## config.mk

```make
export PLATFORM = sky130hd
export DESIGN_NAME = lru_page_table_lookup
export DESIGN_NICKNAME = d
export VERILOG_FILES = /design/src/rtl/lpt_pkg.sv /design/src/rtl/lpt_cell.sv /design/src/rtl/lru_page_table_lookup.sv
export VERILOG_INCLUDE_DIRS = /design/src /design/src/rtl
export SDC_FILE = /design/constraint.sdc
export NUM_CORES = 1
export LEC_CHECK = 0
export ABC_AREA = 0
export CAP_MARGIN = 20
export CORE_ASPECT_RATIO = 1.75
export CORE_MARGIN = 1
export CORE_UTILIZATION = 61
export DETAILED_ROUTE_END_ITERATION = 8
export DONT_BUFFER_PORTS = 1
export GPL_ROUTABILITY_DRIVEN = 1
export PLACE_DENSITY = 0.77
export SKIP_LAST_GASP = 1
export SYNTH_ARGS = -nofsm -noshare
export SYNTH_HDL_FRONTEND = slang
export SYNTH_SLANG_ARGS = --single-unit
export TNS_END_PERCENT = 50
```

## constraint.sdc

```tcl
create_clock -name clock -period 7.7 [get_ports clock]
set_input_delay 1.925 -clock clock [delete_from_list [all_inputs] [get_ports clock]]
set_output_delay 1.925 -clock clock [all_outputs]
set_load 0.05 [all_outputs]
```

## src/rtl/lru_page_table_lookup_macros.svh

```systemverilog
// Assertion macros shared by the page table lookup RTL.
// In synthesis builds the macros expand to nothing.
`ifndef LRU_PAGE_TABLE_LOOKUP_MACROS_SVH
`define LRU_PAGE_TABLE_LOOKUP_MACROS_SVH

`ifndef SYNTHESIS
// The consequent must hold in the same cycle as the antecedent.
`define LPT_ASSERT_SAME(lbl, clk, rst, ante, cons, msg) \
   lbl: assert property (@(posedge clk) disable iff (rst) (ante) |-> (cons)) \
      else $error(msg);
// The consequent must hold in the cycle after the antecedent.
`define LPT_ASSERT_NEXT(lbl, clk, rst, ante, cons, msg) \
   lbl: assert property (@(posedge clk) disable iff (rst) (ante) |=> (cons)) \
      else $error(msg);
`else
`define LPT_ASSERT_SAME(lbl, clk, rst, ante, cons, msg)
`define LPT_ASSERT_NEXT(lbl, clk, rst, ante, cons, msg)
`endif

`endif

```

## src/rtl/lpt_pkg.sv

```systemverilog
package lpt_pkg;

   localparam int PAGE_BITS  = 20;
   localparam int FRAME_BITS = 10;
   localparam int COUNT_BITS = 32;

   // One lookup request.
   typedef struct packed {
      logic [PAGE_BITS-1:0]  page_number;
      logic [FRAME_BITS-1:0] new_frame;
   } lpt_req_type;

   // One lookup response.
   typedef struct packed {
      logic [FRAME_BITS-1:0] frame_number;
      logic                  page_fault;
      logic [COUNT_BITS-1:0] fault_count;
   } lpt_rsp_type;

   // Status that ripples from each cell to its right-hand neighbor.
   typedef struct packed {
      logic                  hit_seen;
      logic                  empty_seen;
      logic [FRAME_BITS-1:0] hit_frame;
   } lpt_chain_type;

   // Decision broadcast back to every cell from the end of the row.
   typedef struct packed {
      logic update;
      logic any_hit;
      logic any_empty;
   } lpt_decide_type;

endpackage

```

## src/rtl/lpt_cell.sv

```systemverilog
module lpt_cell #(
   parameter int RANK_BITS = 2,
   parameter int INDEX     = 0,
   parameter int LAST_RANK = 3
) (
   input  logic                   clock,
   input  logic                   reset,
   input  lpt_pkg::lpt_req_type   req,
   input  lpt_pkg::lpt_decide_type decide,
   input  logic [RANK_BITS-1:0]   touch_rank,
   input  lpt_pkg::lpt_chain_type chain_in,
   input  logic [RANK_BITS-1:0]   hit_rank_in,
   input  logic [RANK_BITS-1:0]   empty_rank_in,
   output lpt_pkg::lpt_chain_type chain_out,
   output logic [RANK_BITS-1:0]   hit_rank_out,
   output logic [RANK_BITS-1:0]   empty_rank_out
);
   import lpt_pkg::*;

   logic [PAGE_BITS-1:0]  page_ff,  page_in;
   logic [FRAME_BITS-1:0] frame_ff, frame_in;
   logic                  valid_ff, valid_in;
   logic [RANK_BITS-1:0]  rank_ff,  rank_in;

   logic my_hit;
   logic first_empty;
   logic victim;
   logic touch;

   always_comb begin
      my_hit      = valid_ff && (page_ff == req.page_number);
      first_empty = !valid_ff && !chain_in.empty_seen;

      chain_out.hit_seen   = chain_in.hit_seen | my_hit;
      chain_out.empty_seen = chain_in.empty_seen | !valid_ff;
      chain_out.hit_frame  = my_hit ? frame_ff : chain_in.hit_frame;
      hit_rank_out         = my_hit ? rank_ff : hit_rank_in;
      empty_rank_out       = first_empty ? rank_ff : empty_rank_in;

      // On a miss the victim is the first empty entry, else the least recent one.
      victim = !decide.any_hit &&
               (decide.any_empty ? first_empty : (rank_ff == '0));
      touch  = my_hit | victim;

      page_in  = page_ff;
      frame_in = frame_ff;
      valid_in = valid_ff;
      rank_in  = rank_ff;
      if (decide.update) begin
         if (touch) begin
            rank_in = RANK_BITS'(LAST_RANK);
         end else if (rank_ff > touch_rank) begin
            rank_in = rank_ff - 1'b1;
         end
         if (victim) begin
            page_in  = req.page_number;
            frame_in = req.new_frame;
            valid_in = 1'b1;
         end
      end
   end

   always_ff @(posedge clock) begin
      if (reset) begin
         valid_ff <= 1'b0;
         rank_ff  <= RANK_BITS'(INDEX);
      end else begin
         valid_ff <= valid_in;
         rank_ff  <= rank_in;
      end
      page_ff  <= page_in;
      frame_ff <= frame_in;
   end

endmodule

```

## src/rtl/lru_page_table_lookup.sv

```systemverilog
// Channel   Direction  Ports                               Contents
// request   in         req_valid, req_stall, req_data      page number, spare frame
// response  out        rsp_valid, rsp_stall, rsp_data      frame, fault flag, fault count
//
// A request transaction is registered at acceptance and resolved into the response
// output register once that register can take it, so one transaction per cycle
// is sustained while the response side does not stall.
// The table is a row of cells; hit, first-empty and rank information ripple along
// the row combinationally, which sets the critical path for larger ENTRIES.
// Reset is synchronous: the table comes up empty with ranks in entry order and the
// fault counter at zero. A stalled response holds the pending request in place.
`include "lru_page_table_lookup_macros.svh"

module lru_page_table_lookup #(
   parameter int ENTRIES = 4
) (
   input  logic                 clock,
   input  logic                 reset,
   input  logic                 req_valid,
   output logic                 req_stall,
   input  lpt_pkg::lpt_req_type req_data,
   output logic                 rsp_valid,
   input  logic                 rsp_stall,
   output lpt_pkg::lpt_rsp_type rsp_data
);
   import lpt_pkg::*;

   localparam int RANK_BITS = $clog2(ENTRIES);
   localparam int LAST_RANK = ENTRIES - 1;

   // Pending request register between acceptance and table update.
   logic        pend_ff, pend_in;
   lpt_req_type req_ff,  req_in;

   // Response output register.
   logic        rsp_valid_ff, rsp_valid_in;
   lpt_rsp_type rsp_ff,       rsp_in;

   // Saturating count of page faults.
   logic [COUNT_BITS-1:0] fault_total_ff, fault_total_in;
   logic [COUNT_BITS-1:0] fault_next;

   logic accept;
   logic advance;

   // Signals that ripple along the row of cells.
   lpt_chain_type        chain      [ENTRIES+1];
   logic [RANK_BITS-1:0] hit_rank   [ENTRIES+1];
   logic [RANK_BITS-1:0] empty_rank [ENTRIES+1];

   lpt_decide_type       decide;
   logic [RANK_BITS-1:0] touch_rank;

   assign chain[0]      = '0;
   assign hit_rank[0]   = '0;
   assign empty_rank[0] = '0;

   genvar gi;
   generate
      for (gi = 0; gi < ENTRIES; gi++) begin : g_cell
         lpt_cell #(
            .RANK_BITS (RANK_BITS),
            .INDEX     (gi),
            .LAST_RANK (LAST_RANK)
         ) u_cell (
            .clock          (clock),
            .reset          (reset),
            .req            (req_ff),
            .decide         (decide),
            .touch_rank     (touch_rank),
            .chain_in       (chain[gi]),
            .hit_rank_in    (hit_rank[gi]),
            .empty_rank_in  (empty_rank[gi]),
            .chain_out      (chain[gi+1]),
            .hit_rank_out   (hit_rank[gi+1]),
            .empty_rank_out (empty_rank[gi+1])
         );
      end
   endgenerate

   always_comb begin
      // The pending transaction resolves once the response register can take it.
      advance   = pend_ff && (!rsp_valid_ff || !rsp_stall);
      req_stall = pend_ff && !advance;
      accept    = req_valid && !req_stall;

      decide.update    = advance;
      decide.any_hit   = chain[ENTRIES].hit_seen;
      decide.any_empty = chain[ENTRIES].empty_seen;

      // Old rank of the entry that becomes most recent; entries above it shift down.
      if (decide.any_hit) begin
         touch_rank = hit_rank[ENTRIES];
      end else if (decide.any_empty) begin
         touch_rank = empty_rank[ENTRIES];
      end else begin
         touch_rank = '0;
      end

      fault_next = (fault_total_ff == '1) ? fault_total_ff : fault_total_ff + 1'b1;

      pend_in = accept | (pend_ff & !advance);
      req_in  = accept ? req_data : req_ff;

      fault_total_in = fault_total_ff;
      rsp_in         = rsp_ff;
      rsp_valid_in   = rsp_valid_ff && rsp_stall;
      if (advance) begin
         rsp_valid_in = 1'b1;
         if (decide.any_hit) begin
            rsp_in.frame_number = chain[ENTRIES].hit_frame;
            rsp_in.page_fault   = 1'b0;
            rsp_in.fault_count  = fault_total_ff;
         end else begin
            rsp_in.frame_number = req_ff.new_frame;
            rsp_in.page_fault   = 1'b1;
            rsp_in.fault_count  = fault_next;
            fault_total_in      = fault_next;
         end
      end
   end

   always_ff @(posedge clock) begin
      if (reset) begin
         pend_ff        <= 1'b0;
         rsp_valid_ff   <= 1'b0;
         fault_total_ff <= '0;
      end else begin
         pend_ff        <= pend_in;
         rsp_valid_ff   <= rsp_valid_in;
         fault_total_ff <= fault_total_in;
      end
      req_ff <= req_in;
      rsp_ff <= rsp_in;
   end

   assign rsp_valid = rsp_valid_ff;
   assign rsp_data  = rsp_ff;

   // A resolved transaction always lands in the response register.
   `LPT_ASSERT_NEXT(a_advance_to_rsp, clock, reset, advance, rsp_valid_ff, "resolved transaction lost")
   // A held request keeps its contents until it resolves.
   `LPT_ASSERT_NEXT(a_pend_hold, clock, reset, pend_ff && !advance, pend_ff && $stable(req_ff), "pending request changed")
   // The fault counter never moves backward.
   `LPT_ASSERT_NEXT(a_count_monotonic, clock, reset, 1'b1, fault_total_ff >= $past(fault_total_ff), "fault count decreased")
   // A faulting response always carries a nonzero count.
   `LPT_ASSERT_SAME(a_fault_count, clock, reset, rsp_valid_ff && rsp_ff.page_fault, rsp_ff.fault_count != '0, "fault with zero count")

endmodule

```

Yosys cells after proc, flatten, opt, wreduce, memory -nomap -nowiden
Index checks and enable logic that the tools add are counted.
Widths: inputs -> output; s select.
{"block": "op_classes", "addsub": 5, "order_cmp": 4, "eq_ne": 5, "n_mux": 29, "bitwise_logic": 13, "reduce_logical": 44}
{"cell": "$eq 20x20->1", "n": 4}
{"cell": "$mux 43", "n": 1}
{"cell": "$mux 10", "n": 4}
{"cell": "$mux 2", "n": 18}
{"cell": "$add 32x1->32 const B", "n": 1}
{"cell": "$eq 32x32->1 const B", "n": 1}
{"cell": "$mux 32", "n": 1}
{"cell": "$reduce_and 2->1", "n": 9}
{"cell": "$logic_and 1x1->1", "n": 15}
{"cell": "$logic_not 1->1", "n": 11}
{"cell": "$or 1x1->1", "n": 11}
{"cell": "$gt 2x2->1", "n": 4}
{"cell": "$logic_not 2->1", "n": 4}
{"cell": "$reduce_bool 2->1", "n": 4}
{"cell": "$sub 2x1->2 const B", "n": 4}
{"cell": "$mux 1", "n": 5}
{"cell": "$and 1x1->1", "n": 1}
{"cell": "$logic_or 1x1->1", "n": 1}
{"cell": "$not 1->1", "n": 1}
{"block": "totals", "reg_bits": 239, "input_bits": 34, "output_inout_bits": 45, "elab_cells": 124}

Logic depth before layout (Yosys ltp)
Gate-level depths: netlist of the first run.
{"block": "depth", "ltp_word": 11, "depth_mapped": 18, "mapped_depth_nobuf": 15}

Modules after synthesis
Synthesis of the first run repeated with hierarchy kept, for this count alone.
{"block": "hier_totals", "hier_cells": 808, "hier_area_um2": 11099.4}
{"mod": "lru_page_table_lookup", "instances": 1, "cells_per_inst": 376, "area_each_um2": 4734.5, "seq_area_each_um2": 2872.8}
{"mod": "lpt_cell (g_cell[0].u_cell)", "instances": 1, "cells_per_inst": 109, "area_each_um2": 1600.3, "seq_area_each_um2": 960.9}
{"mod": "lpt_cell (g_cell[2].u_cell)", "instances": 1, "cells_per_inst": 109, "area_each_um2": 1597.8, "seq_area_each_um2": 960.9}
{"mod": "lpt_cell (g_cell[3].u_cell)", "instances": 1, "cells_per_inst": 109, "area_each_um2": 1592.8, "seq_area_each_um2": 960.9}
{"mod": "lpt_cell (g_cell[1].u_cell)", "instances": 1, "cells_per_inst": 105, "area_each_um2": 1574.0, "seq_area_each_um2": 960.9}

Worst setup path after synthesis of the first run
No wires, ideal clock.
{"block": "synth_path", "path_type": "input-to-reg", "startpoint": "input rsp_stall", "endpoint": "register g_cell[2].u_cell.frame_ff[0] (enable)", "setup_time_ns": 0.385, "arrival_ns": 4.577, "t_required_ns": 7.315, "setup_slack_ns": 2.739, "path_stages": 6, "path_cell_list": "nand2_1 > nand2_1 > clkinv_1 > clkbuf_1 > nand3_1 > inv_1"}
{"block": "synth_via", "elab_chain_cells": 4}
{"item": "start: declaration", "line_no": "lru_page_table_lookup.sv:23", "source": "input logic rsp_stall,"}
{"item": "$logic_not 1->1", "line_no": "lru_page_table_lookup.sv:83", "source": "advance = pend_ff && (!rsp_valid_ff || !rsp_stall);"}
{"item": "$logic_or 1x1->1", "line_no": "lru_page_table_lookup.sv:83"}
{"item": "$logic_and 1x1->1", "line_no": "lru_page_table_lookup.sv:83"}
{"item": "named net advance", "line_no": "lru_page_table_lookup.sv:44", "source": "logic advance;"}
{"item": "$reduce_and 2->1 (no line)"}
{"item": "end signal: assignment", "line_no": "lpt_cell.sv:72", "source": "frame_ff <= frame_in;"}
{"item": "end: declaration", "line_no": "lpt_cell.sv:21", "source": "logic [FRAME_BITS-1:0] frame_ff, frame_in;"}
The timed path passes the listed nets, and every way through them passes these cells.
A chain may end at the register's enable or synchronous reset.

Worst setup path in the final report of the first run
{"block": "layout_path", "startpoint": "register req_ff[15] in the netlist's numbering", "endpoint": "register g_cell[1].u_cell.rank_ff[0]"}
{"block": "layout_via", "elab_chain_cells": 10, "word_cells_on_any_way": 23, "classes_between": "1 x order compare; 4 x eq/ne; 6 x mux; 4 x bitwise; 8 x reduce/logical"}
{"item": "start: declaration", "line_no": "lru_page_table_lookup.sv:33", "source": "lpt_req_type req_ff, req_in;"}
{"item": "start signal: assignment", "line_no": "lru_page_table_lookup.sv:133", "source": "req_ff <= req_in;"}
{"item": "$eq 20x20->1", "line_no": "lpt_cell.sv:31", "source": "my_hit = valid_ff && (page_ff == req.page_number);"}
{"item": "$logic_and 1x1->1", "line_no": "lpt_cell.sv:31"}
{"item": "$mux 2 / $or 1x1->1 (equally long branches) (3 in series)", "line_no": "lpt_cell.sv:37, lpt_cell.sv:34"}
{"item": "$mux 2 / $logic_not 1->1 (equally long branches)", "line_no": "lpt_cell.sv:37, lpt_cell.sv:41"}
{"item": "$mux 2 / $logic_and 1x1->1 (equally long branches)", "line_no": "lru_page_table_lookup.sv:92, lpt_cell.sv:41"}
{"item": "$gt 2x2->1 / $or 1x1->1 (equally long branches)", "line_no": "lpt_cell.sv:52, lpt_cell.sv:43"}
{"item": "$reduce_bool 2->1 (no line)"}
{"item": "$reduce_and 2->1 (no line)"}
{"item": "end signal: assignment", "line_no": "lpt_cell.sv:66", "source": "rank_ff <= RANK_BITS'(INDEX);"}
{"item": "end signal: assignment", "line_no": "lpt_cell.sv:69", "source": "rank_ff <= rank_in;"}
{"item": "end: declaration", "line_no": "lpt_cell.sv:23", "source": "logic [RANK_BITS-1:0] rank_ff, rank_in;"}
Parallel ways exist; a longest one is shown, timed or not.

==> flow_summary.json, run 1 <==
{
  "status": "finished, final reports clean",
  "cp_slowest_stage_delay_ns": 0.66,
  "clk_latency_ns": 0.52,
  "max_freq_mhz": 227,
  "diodes": 0,
  "synthTopCellsByArea": "edfxtp_1 (55%), dfxtp_1 (8.7%), xnor2_1 (6.5%)",
  "rows": 63,
  "globalRouteOverflowTotal": 0,
  "rrSetupSlack_ns": 3.29,
  "yosysTopAreaCell": "edfxtp_1",
  "hold_viol": 0,
  "coreArea_um2": 16900,
  "hold_class": "reg2reg",
  "cts_root_buf": "clkbuf_16",
  "via_per_inst": 6.34,
  "crit_fanout": 18,
  "drv_cap": 0,
  "tns_ns": 0,
  "pre_cts_slack_ns": 3.25,
  "grt_max_degree": 52,
  "via_count": 6668,
  "area_growth_pct": 8.03,
  "routed_wl_um": 22200,
  "setup_viol": 0,
  "worstMarginPinSlew_ns": 0.936,
  "first_pass_iters": 5,
  "syn_area_um2": 10600,
  "dr.max_layer_used": "met4",
  "start_util_pct": 62.4,
  "grt_pass1_vias": 6614,
  "regArea_um2": 6720,
  "postSynth.topFlopCell": "edfxtp_1",
  "slew_headroom_pct": 37.5,
  "ff2ff_path_depth": 13,
  "critPathLaunchType": "flip-flop",
  "path_common_cell": "a21oi_1",
  "powerDensity_nw_per_um2": 246,
  "io_buffers": 0,
  "finalCritPeriodShare_pct": 57.3,
  "crit_type": "reg2reg",
  "die_w_um": 101,
  "ys_ff_latch": 239,
  "cts.sinks": 239,
  "drt_iter0_markers": 360,
  "grtUsageTotal_pct": 25.9,
  "synth_nets": 871,
  "rsz0062_at_grt": "false",
  "die_h_um": 176,
  "whs_path_depth": 2,
  "clock_skew_ns": 0.0162,
  "antenna_found_initial": 0,
  "routedWlPerCell_um": 21.1,
  "synthCells": 824,
  "ctsHoldBuffers": 0,
  "hpwl_um": 15000,
  "nFillCells": 1202,
  "synth_top_area_share_pct": 54.8,
  "vdd_ir_drop_max_mv": 0.218,
  "ios": 79,
  "post-route-min-period_ns": 4.41,
  "maxSlewViolCount": 0,
  "multiInputGateArea_um2": 3540,
  "path_cells": "xor2_1 -> or3_1 -> nor4_1 -> and2_1 -> nor3_1 -> o311ai_0 -> o21ai_0 -> ha_1 -> a21oi_1 -> a21oi_1 -> nand3_1 -> o2bb2ai_1 -> or3b_1",
  "cp_data_required_time_ns": 8.10,
  "instances_no_fill": 1052,
  "cts_tree": "done",
  "synth_cell_types": 65,
  "fin_util_pct": 67.4,
  "antenna_left": 0,
  "route.met2.wl_um": 12400,
  "synth_edf_count": 193,
  "ys_seq_area_share_pct": 63.6,
  "wl_met1_um": 7800,
  "htreeDepth": 1,
  "hp-start": "pend_ff",
  "placedCellCount": 1012,
  "drive_above_1_share_pct": 8.48,
  "power_leakage_nw": 3.69,
  "p_total_mw": 2.81,
  "r2r_start": "req_ff[15]",
  "syn_avg_cell_area_um2": 12.8,
  "async_flop_share_pct": 0,
  "hold_path_end": "rsp_valid",
  "cts.path.max_buffers": 3,
  "grt_pass1_wl_um": 35100,
  "drcViolationCount": 0,
  "finalNetCount": 856,
  "met3_length_um": 1070,
  "cts_resized": 0,
  "path_clk_slew_ns": 0.06,
  "cts_setup_buffers": 0,
  "yosysWarnings": 0,
  "crit_slowest_cell": "and2_1",
  "gp_congestion": 0.935,
  "arrival_ns": 4.81,
  "cp-end-kind": "flip-flop",
  "worst_slack_ns": 3.29,
  "dieArea_um2": 17900,
  "r2r-end": "g_cell[1].u_cell.rank_ff[0]",
  "cts_buffers": 22
}
worst max-delay path by stage:
stage	startpoint	endpoint	cells after the start	slack (ns)
after floorplan	rsp_stall	g_cell[2].u_cell.frame_ff[0]	6	2.74
after global placement	rsp_stall	g_cell[3].u_cell.frame_ff[7]	6	3.28
after detailed placement	rsp_stall	g_cell[3].u_cell.frame_ff[5]	6	3.25
after CTS	req_ff[15]	g_cell[1].u_cell.rank_ff[0]	13	3.31
after global routing	req_ff[15]	g_cell[1].u_cell.rank_ff[0]	13	2.98
final	req_ff[15]	g_cell[1].u_cell.rank_ff[0]	13	3.29
flip-flops by register name, indices dropped and copies added (netlist names):
signal / flops
req_ff: 30
pend_ff: 1
rsp_data: 43
rsp_valid: 1
g_cell.u_cell.page_ff: 80
g_cell.u_cell.valid_ff: 4
fault_total_ff: 32
g_cell.u_cell.frame_ff: 40
g_cell.u_cell.rank_ff: 8
power by group:
group / switching (mW) / internal, mW / leakage, nW
clock network: 0.478 / 0.635 / 0.350
logic: 0.105 / 0.0695 / 1.20
registers: 0.0818 / 1.44 / 2.14
synthesized netlist by cell type, types with 10 or more instances:
master,number
buf_2,11
nand2_1,34
o21ai_0,40
clkbuf_1,24
a21oi_1,42
nor4_1,12
nor3_1,16
a221oi_1,10
xnor2_1,79
nand3_1,31
ha_1,13
edfxtp_1,193
inv_1,19
or3_1,16
xor2_1,35
nor2_1,39
dfxtp_1,46
a22oi_1,12
or4_1,12
o31ai_1,10
nand4_1,38
cell usage in the layout (no fill, tap or decap), types with 4 or more instances in the layout:
master / n
o21ai_0: 40
a211oi_1: 4
nand2_1: 34
a21oi_1: 42
inv_1: 19
nor3_1: 16
or4_1: 12
nor4_1: 12
a31oi_1: 6
mux2i_1: 4
nand4_1: 38
a221oi_1: 10
nor2_1: 36
ha_1: 13
and4_1: 5
a22oi_1: 12
clkinvlp_4: 4
and3_1: 6
o31ai_1: 10
clkbuf_16: 22
or3_1: 16
xor2_1: 35
buf_4: 8
xnor2_1: 79
edfxtp_1: 193
dfxtp_1: 46
nand3_1: 31
area by class of cell:
| class | count | area share [%] |
|---|---|---|
| clock buffer | 25 | 4.92 |
| clock inverter | 15 | 1.60 |
| inverter | 20 | 0.658 |
| multi-input combinational | 518 | 31.0 |
| sequential | 239 | 58.8 |
| tap | 227 | 2.49 |
| timing repair buffer | 8 | 0.526 |
metal layers:
layer / vias to the layer above / track usage [%]
met5: - / 0
met2: 246 / 48.5
met4: 0 / 11.5
met1: 3279 / 29.0
met3: 60 / 2.89
li1: 3083 / -
cells by family after synthesis:
logic type | count (synthesis) | share of synthesized area [%]
compound gates | 146 | 8.80
xor+xnor | 114 | 9.45
fa+ha+maj | 13 | 1.54
buf+inv | 67 | 3.08
flops | 239 | 63.6
mux | 6 | 0.592
simple gates | 239 | 13.0
critical path: cells and delay by family, from the launching register on:
kind,cells,cell delay [ns]
AO/OA/AOI/OAI,5,1.08
XOR/XNOR,1,0.23
adder cells (fa/ha/maj),1,0.38
flip-flops,1,0.52
AND/OR/NAND/NOR,6,2.09
metrics by stage:
step	area, um2	hold slack, ns
3_3_place_gp	10700	0.469
2_1_floorplan	10600	0.451
5_1_grt	11400	0.538
3_5_place_dp	10700	0.483
6_report	11400	0.508
4_1_cts	11400	0.504
(Power assumes the default switching activity.)
==> run 2, diff against run 1 <==
ABC_AREA = 1   (was 0)
clock period = 4.6 ns   (was 7.7 ns; I/O delays follow)
==> run 2 against run 1 <==
Against the previous run:
- first-iteration DRC count increased by 82%
- utilization decreased by 0.11 points
- synthesized cell count increased by 54%
- final area increased by 9.5%
- non-clock buffer count decreased by 1
- critical path type unchanged
- wire length increased by 34%
- final cell count increased by 45%
==> flow_summary.json, run 2 <==
{
  "grt_pass1_wl_um": 44900,
  "die_h_um": 184,
  "grt_max_degree": 54,
  "drt_iter0_markers": 656,
  "crit_fanout": 27,
  "cp_top_family": "simple AND/OR/NAND/NOR gates",
  "path_common_cell": "nand2_1",
  "rrSetupSlack_ns": 0.69,
  "internal-power_mw": 3.56,
  "cts_setup_buffers": 0,
  "hp-start": "g_cell[1].u_cell.rank_ff[0]",
  "syn_area_um2": 11600,
  "rsz0062_at_grt": "false",
  "gp_congestion": 0.996,
  "ys_seq_area_share_pct": 57.9,
  "cts.sinks": 239,
  "syn_avg_cell_area_um2": 9.14,
  "io_buffers": 0,
  "clk_latency_ns": 0.51,
  "critPathBufInv": 2,
  "cts_resized": 0,
  "r2r-end": "g_cell[1].u_cell.rank_ff[1]",
  "nFillCells": 1486,
  "hold_path_end": "g_cell[1].u_cell.rank_ff[0]",
  "synth_nets": 1315,
  "hold_class": "reg2reg",
  "powerDensity_nw_per_um2": 378,
  "p_comb_share_pct": 7.4,
  "grtUsageTotal_pct": 30.7,
  "dieArea_um2": 19600,
  "diodes": 0,
  "die_w_um": 106,
  "routed_wl_um": 29700,
  "finalNetCount": 1319,
  "cp_slowest_stage_delay_ns": 0.53,
  "area_growth_pct": 7.78,
  "switching_share_pct": 24.6,
  "cts_root_buf": "clkbuf_16",
  "clkPwrFrac_pct": 37.9,
  "ys_top_cells_by_count": "nand2_1 (384), edfxtp_1 (193), inv_1 (157)",
  "cts.path.max_buffers": 3,
  "coreArea_um2": 18600,
  "cp_data_required_time_ns": 5.00,
  "vdd_ir_drop_max_mv": 0.292,
  "p_sw_mw": 1.16,
  "synth_edf_count": 193,
  "synthTopCellsByArea": "edfxtp_1 (50%), nand2_1 (12%), dfxtp_1 (7.9%)",
  "cp-end-kind": "flip-flop",
  "yosysWarnings": 0,
  "synth_cell_types": 45,
  "grt_pass1_vias": 8551,
  "async_flop_share_pct": 0,
  "hold_viol": 0,
  "whs_path_depth": 2,
  "htreeDepth": 1,
  "instances_no_fill": 1526,
  "ios": 79,
  "path_clk_slew_ns": 0.06,
  "clock_skew_ns": 0.00761,
  "max_freq_mhz": 256,
  "crit_type": "reg2reg",
  "power_leakage_nw": 5.14,
  "routedWlPerCell_um": 19.5,
  "worstMarginPinSlew_ns": 0.941,
  "slew_headroom_pct": 37.1,
  "cts_tree": "done",
  "path_cells": "nand2_1 -> nand2_1 -> nor2_1 -> nand2_1 -> nor2_1 -> nand3_2 -> nand2_2 -> nor2_8 -> inv_2 -> nor2_1 -> a21oi_1 -> ha_1 -> inv_1 -> nor2_1 -> o21ai_0 -> nand3_1 -> nand2_1 -> nand2_1 -> nand2_1 -> nor2_1",
  "r2r_start": "req_ff[29]",
  "p_seq_share_pct": 54.7,
  "via_per_inst": 5.71,
  "via_count": 8713,
  "rows": 66,
  "tns_ns": 0,
  "globalRouteOverflowTotal": 0,
  "placedCellCount": 1486,
  "drive_above_1_share_pct": 8.23,
  "first_pass_iters": 6,
  "antenna_left": 0,
  "top_register": "g_cell.u_cell.page_ff",
  "largest_reg_flops": 80,
  "arrival_ns": 4.31,
  "maxSlewViolCount": 0,
  "final_cell_mix": "nand2_1 (384), edfxtp_1 (193), inv_1 (157)",
  "drcViolationCount": 0,
  "antenna_found_initial": 0,
  "setup_viol": 0,
  "synthCells": 1268,
  "drv_cap": 0,
  "postSynth.topFlopCell": "edfxtp_1",
  "yosysTopAreaCell": "edfxtp_1",
  "final_common_cell": "nand2_1",
  "ff2ff_path_depth": 20,
  "ctsHoldBuffers": 0,
  "start_util_pct": 62.4,
  "hpwl_um": 21600,
  "ys_ff_latch": 239,
  "post-route-min-period_ns": 3.91,
  "synth_top_area_share_pct": 50.0,
  "status": "finished, final reports clean",
  "crit_slowest_cell": "edfxtp_1",
  "synth.most_common_cell": "nand2_1",
  "cts_buffers": 22,
  "critPathLaunchType": "flip-flop",
  "finalCritPeriodShare_pct": 84.9
}
-- run 2: changes by cell type after synthesis, moves of 16 or more --
cell / delta
nand2_1: +350
inv_1: +138
nor2_1: +80
xnor2_1: -72
nand3_1: +42
o21ai_0: +28
xor2_1: -27
a211oi_2: +24
nand4_1: -23
inv_2: +19
clkbuf_1: -16
or3_1: -16
-- run 2: cell type report --
cell class | count | area (um2) | area share [%]
inverter | 177 | 667 | 5.34
multi-input combinational | 825 | 4030 | 32.3
clock buffer | 33 | 673 | 5.39
tap | 238 | 298 | 2.38
sequential | 239 | 6720 | 53.8
clock inverter | 7 | 46.3 | 0.370
timing repair buffer | 7 | 65.1 | 0.521
-- run 2: through the flow --
stage	power [mW]	cell area [um2]	hold WS [ns]	util [%]	worst slack [ns]
6_report	4.72	12500	0.489	67.3	0.694
5_1_grt	4.88	12500	0.511	67.3	0.474
4_1_cts	4.74	12500	0.486	67.3	0.786
3_5_place_dp	2.98	11800	0.471	63.4	0.803
3_3_place_gp	2.97	11800	0.468	63.4	0.932
2_1_floorplan	2.86	11600	0.451	-	0.628
-- run 2: worst max path at each step --
stage,to,from,cells after the start
2_1_floorplan,g_cell[0].u_cell.frame_ff[0],rsp_stall,6
3_3_place_gp,g_cell[3].u_cell.rank_ff[0],req_ff[29],18
3_5_place_dp,g_cell[1].u_cell.rank_ff[1],req_ff[28],18
4_1_cts,g_cell[1].u_cell.rank_ff[1],req_ff[28],18
5_1_grt,g_cell[2].u_cell.rank_ff[0],req_ff[29],19
6_report,g_cell[1].u_cell.rank_ff[1],req_ff[29],20
-- run 2: kinds of logic after synthesis --
family / count (synthesis) / synth area share [%]
AO/OA/AOI/OAI: 156 / 8.64
AND/OR/NAND/NOR: 641 / 23.6
XOR/XNOR: 15 / 1.13
adder cells (fa/ha/maj): 13 / 1.40
flip-flops: 239 / 57.9
buffers and inverters: 204 / 7.33
-- run 2: power by group through the flow --
| stage | clock network [mW] | registers [mW] | logic (mW) |
|---|---|---|---|
| after detailed placement | 0 | 2.63 | 0.349 |
| after global placement | 0 | 2.62 | 0.341 |
| after global routing | 1.89 | 2.59 | 0.394 |
| final | 1.79 | 2.58 | 0.350 |
| after CTS | 1.81 | 2.58 | 0.351 |
| after floorplan | 0 | 2.60 | 0.266 |
-- run 2: worst min-delay path, cell delays in order (launching register included) --
cell and delay [ns]:
dfxtp_1 0.33, nand2_1 0.06, nand3_1 0.05
-- run 2: per-layer routing --
layer	global-route usage (%)	share of wire [%]	wire length (um)	up-vias
li1	-	-	-	4201
met1	29.0	33	9700	4086
met2	59.7	55	16400	305
met3	4.07	4.4	1290	121
met4	21.3	7.7	2300	0
met5	0	0	0	-
==> run 3, diff against run 2 <==
ABC_AREA = 0   (was 1)
clock period = 3.86 ns   (was 4.6 ns; I/O delays follow)
==> run 3 against run 2 <==
Against the previous run:
- the run now ends with design-rule violations left
- non-clock buffer count up 42
- via count down 22%
- global-route usage down 4.3 points
- die area down 8.7%
- largest cell class unchanged
- final area down 5.4%
==> flow_summary.json, run 3 (same netlist as run 1, synthesis figures left out) <==
{
  "status": "finished, violations left",
  "violations": "design-rule violations",
  "startpoint": "req_ff[17]",
  "hold_viol": 0,
  "finalNetCount": 897,
  "cts.sinks": 239,
  "dieArea_um2": 17900,
  "cts_tree": "done",
  "coreArea_um2": 16900,
  "grt_pass1_vias": 6815,
  "cts_buffers": 22,
  "drv_cap": 0,
  "routedWlPerCell_um": 21.1,
  "area_growth_pct": 11.9,
  "hold_class": "reg2reg",
  "ctsHoldBuffers": 0,
  "hp-start": "fault_total_ff[14]",
  "drive_above_1_share_pct": 14.7,
  "die_w_um": 101,
  "start_util_pct": 62.4,
  "crit_slowest_cell": "or4_4",
  "io_buffers": 0,
  "cts.path.max_buffers": 3,
  "path_clk_slew_ns": 0.06,
  "cp-end-kind": "flip-flop",
  "busiest_layer": "met2",
  "maxSlewViolCount": 0,
  "cts_root_buf": "clkbuf_16",
  "dpl_cell_area_um2": 10900,
  "arrival_ns": 4.09,
  "antenna_found_initial": 0,
  "powerDensity_nw_per_um2": 468,
  "final_cell_mix": "edfxtp_1 (193), xnor2_1 (68), buf_4 (49)",
  "met2_usage_pct": 49.3,
  "finalCritPeriodShare_pct": 95.6,
  "routed_wl_um": 23100,
  "die_h_um": 176,
  "drcViolationCount": 1,
  "nFillCells": 1158,
  "cp_data_required_time_ns": 4.26,
  "grtUsageTotal_pct": 26.5,
  "rows": 63,
  "post-route-min-period_ns": 3.69,
  "largest_reg_flops": 80,
  "hpwl_um": 15900,
  "via_count": 6801,
  "grt_max_degree": 51,
  "met1_usage_pct": 28.2,
  "max_freq_mhz": 271,
  "vdd_ir_drop_max_mv": 0.602,
  "r2r_start": "req_ff[17]",
  "grt_pass1_wl_um": 35500,
  "final_common_cell": "edfxtp_1",
  "clock_skew_ns": 0.0202,
  "tns_ns": 0,
  "globalRouteOverflowTotal": 0,
  "cp_slowest_stage_delay_ns": 0.54,
  "crit_type": "reg2reg",
  "critPathLaunchType": "flip-flop",
  "ios": 79,
  "gp_congestion": 0.924,
  "via_per_inst": 6.22,
  "power_leakage_nw": 3.96,
  "first_pass_iters": 7,
  "holdWs_ns": 0.502,
  "use_met3_pct": 2.89,
  "path_cells": "buf_4 -> xor2_1 -> or4_4 -> nor4_4 -> a22oi_2 -> and2_1 -> a31oi_2 -> o21ai_2 -> ha_1 -> a21oi_1 -> a21oi_2 -> o21ai_0 -> o2bb2ai_1 -> or3b_1",
  "antenna_left": 0,
  "htreeDepth": 1,
  "worstMarginPinSlew_ns": 0.759,
  "top_register": "g_cell.u_cell.page_ff",
  "crit_fanout": 4,
  "clk_latency_ns": 0.52,
  "stdcell_area_um2": 11800,
  "setup_viol": 0,
  "drt_iter0_markers": 388,
  "diodes": 0,
  "slew_headroom_pct": 49.2
}
## run 3: repair_timing
action                     CTS  global route
setup endpoints to repair    6             8
hold endpoints to repair     0             0
resized for setup            3            25
buffers inserted             0            13
## run 3: cell type report
type / count / area [um2] / area share (%)
sequential: 239 / 6720 / 56.8
multi-input combinational: 518 / 3690 / 31.2
clock buffer: 29 / 577 / 4.88
timing repair buffer: 49 / 368 / 3.11
tap: 227 / 284 / 2.40
clock inverter: 11 / 116 / 0.984
inverter: 20 / 75.1 / 0.635
## run 3: report_power, final
part	internal, mW	total, mW	switching, mW
logic	0.171	0.411	0.240
registers	2.88	3.03	0.152
clock network	1.19	2.09	0.899
## run 3: worst max-delay path: cells and delay by family (launching register included)
family                   cells  cell delay [ns]
XOR/XNOR                     1             0.15
AND/OR/NAND/NOR              4             1.46
buffers and inverters        1             0.18
adder cells (fa/ha/maj)      1             0.34
AO/OA/AOI/OAI                7             0.99
flip-flops                   1             0.45
## run 3: final timing paths
check	endpoint	depth (start not counted)	slack [ns]
min	fault_total_ff[14]	2	0.50
min reg2reg	fault_total_ff[14]	2	0.50
max	g_cell[1].u_cell.rank_ff[0]	14	0.17
max reg2reg	g_cell[1].u_cell.rank_ff[0]	14	0.17
## run 3: stage by stage
stage          total power, mW  instances  util (%)  setup WS [ns]
2_1_floorplan             3.34        824         -          0.206
3_3_place_gp              3.44       1040      64.2        -0.0412
3_5_place_dp              3.46       1040      64.2        -0.0778
4_1_cts                   5.53       1080      68.4         0.0735
5_1_grt                   5.71       1093      69.8        -0.0252
6_report                  5.53       1093      69.8          0.169
## run 3: metal layers
layer	wire length (um)	up-vias
met5	0	-
met2	12900	238
li1	-	3169
met3	1050	70
met4	1190	0
met1	7940	3324
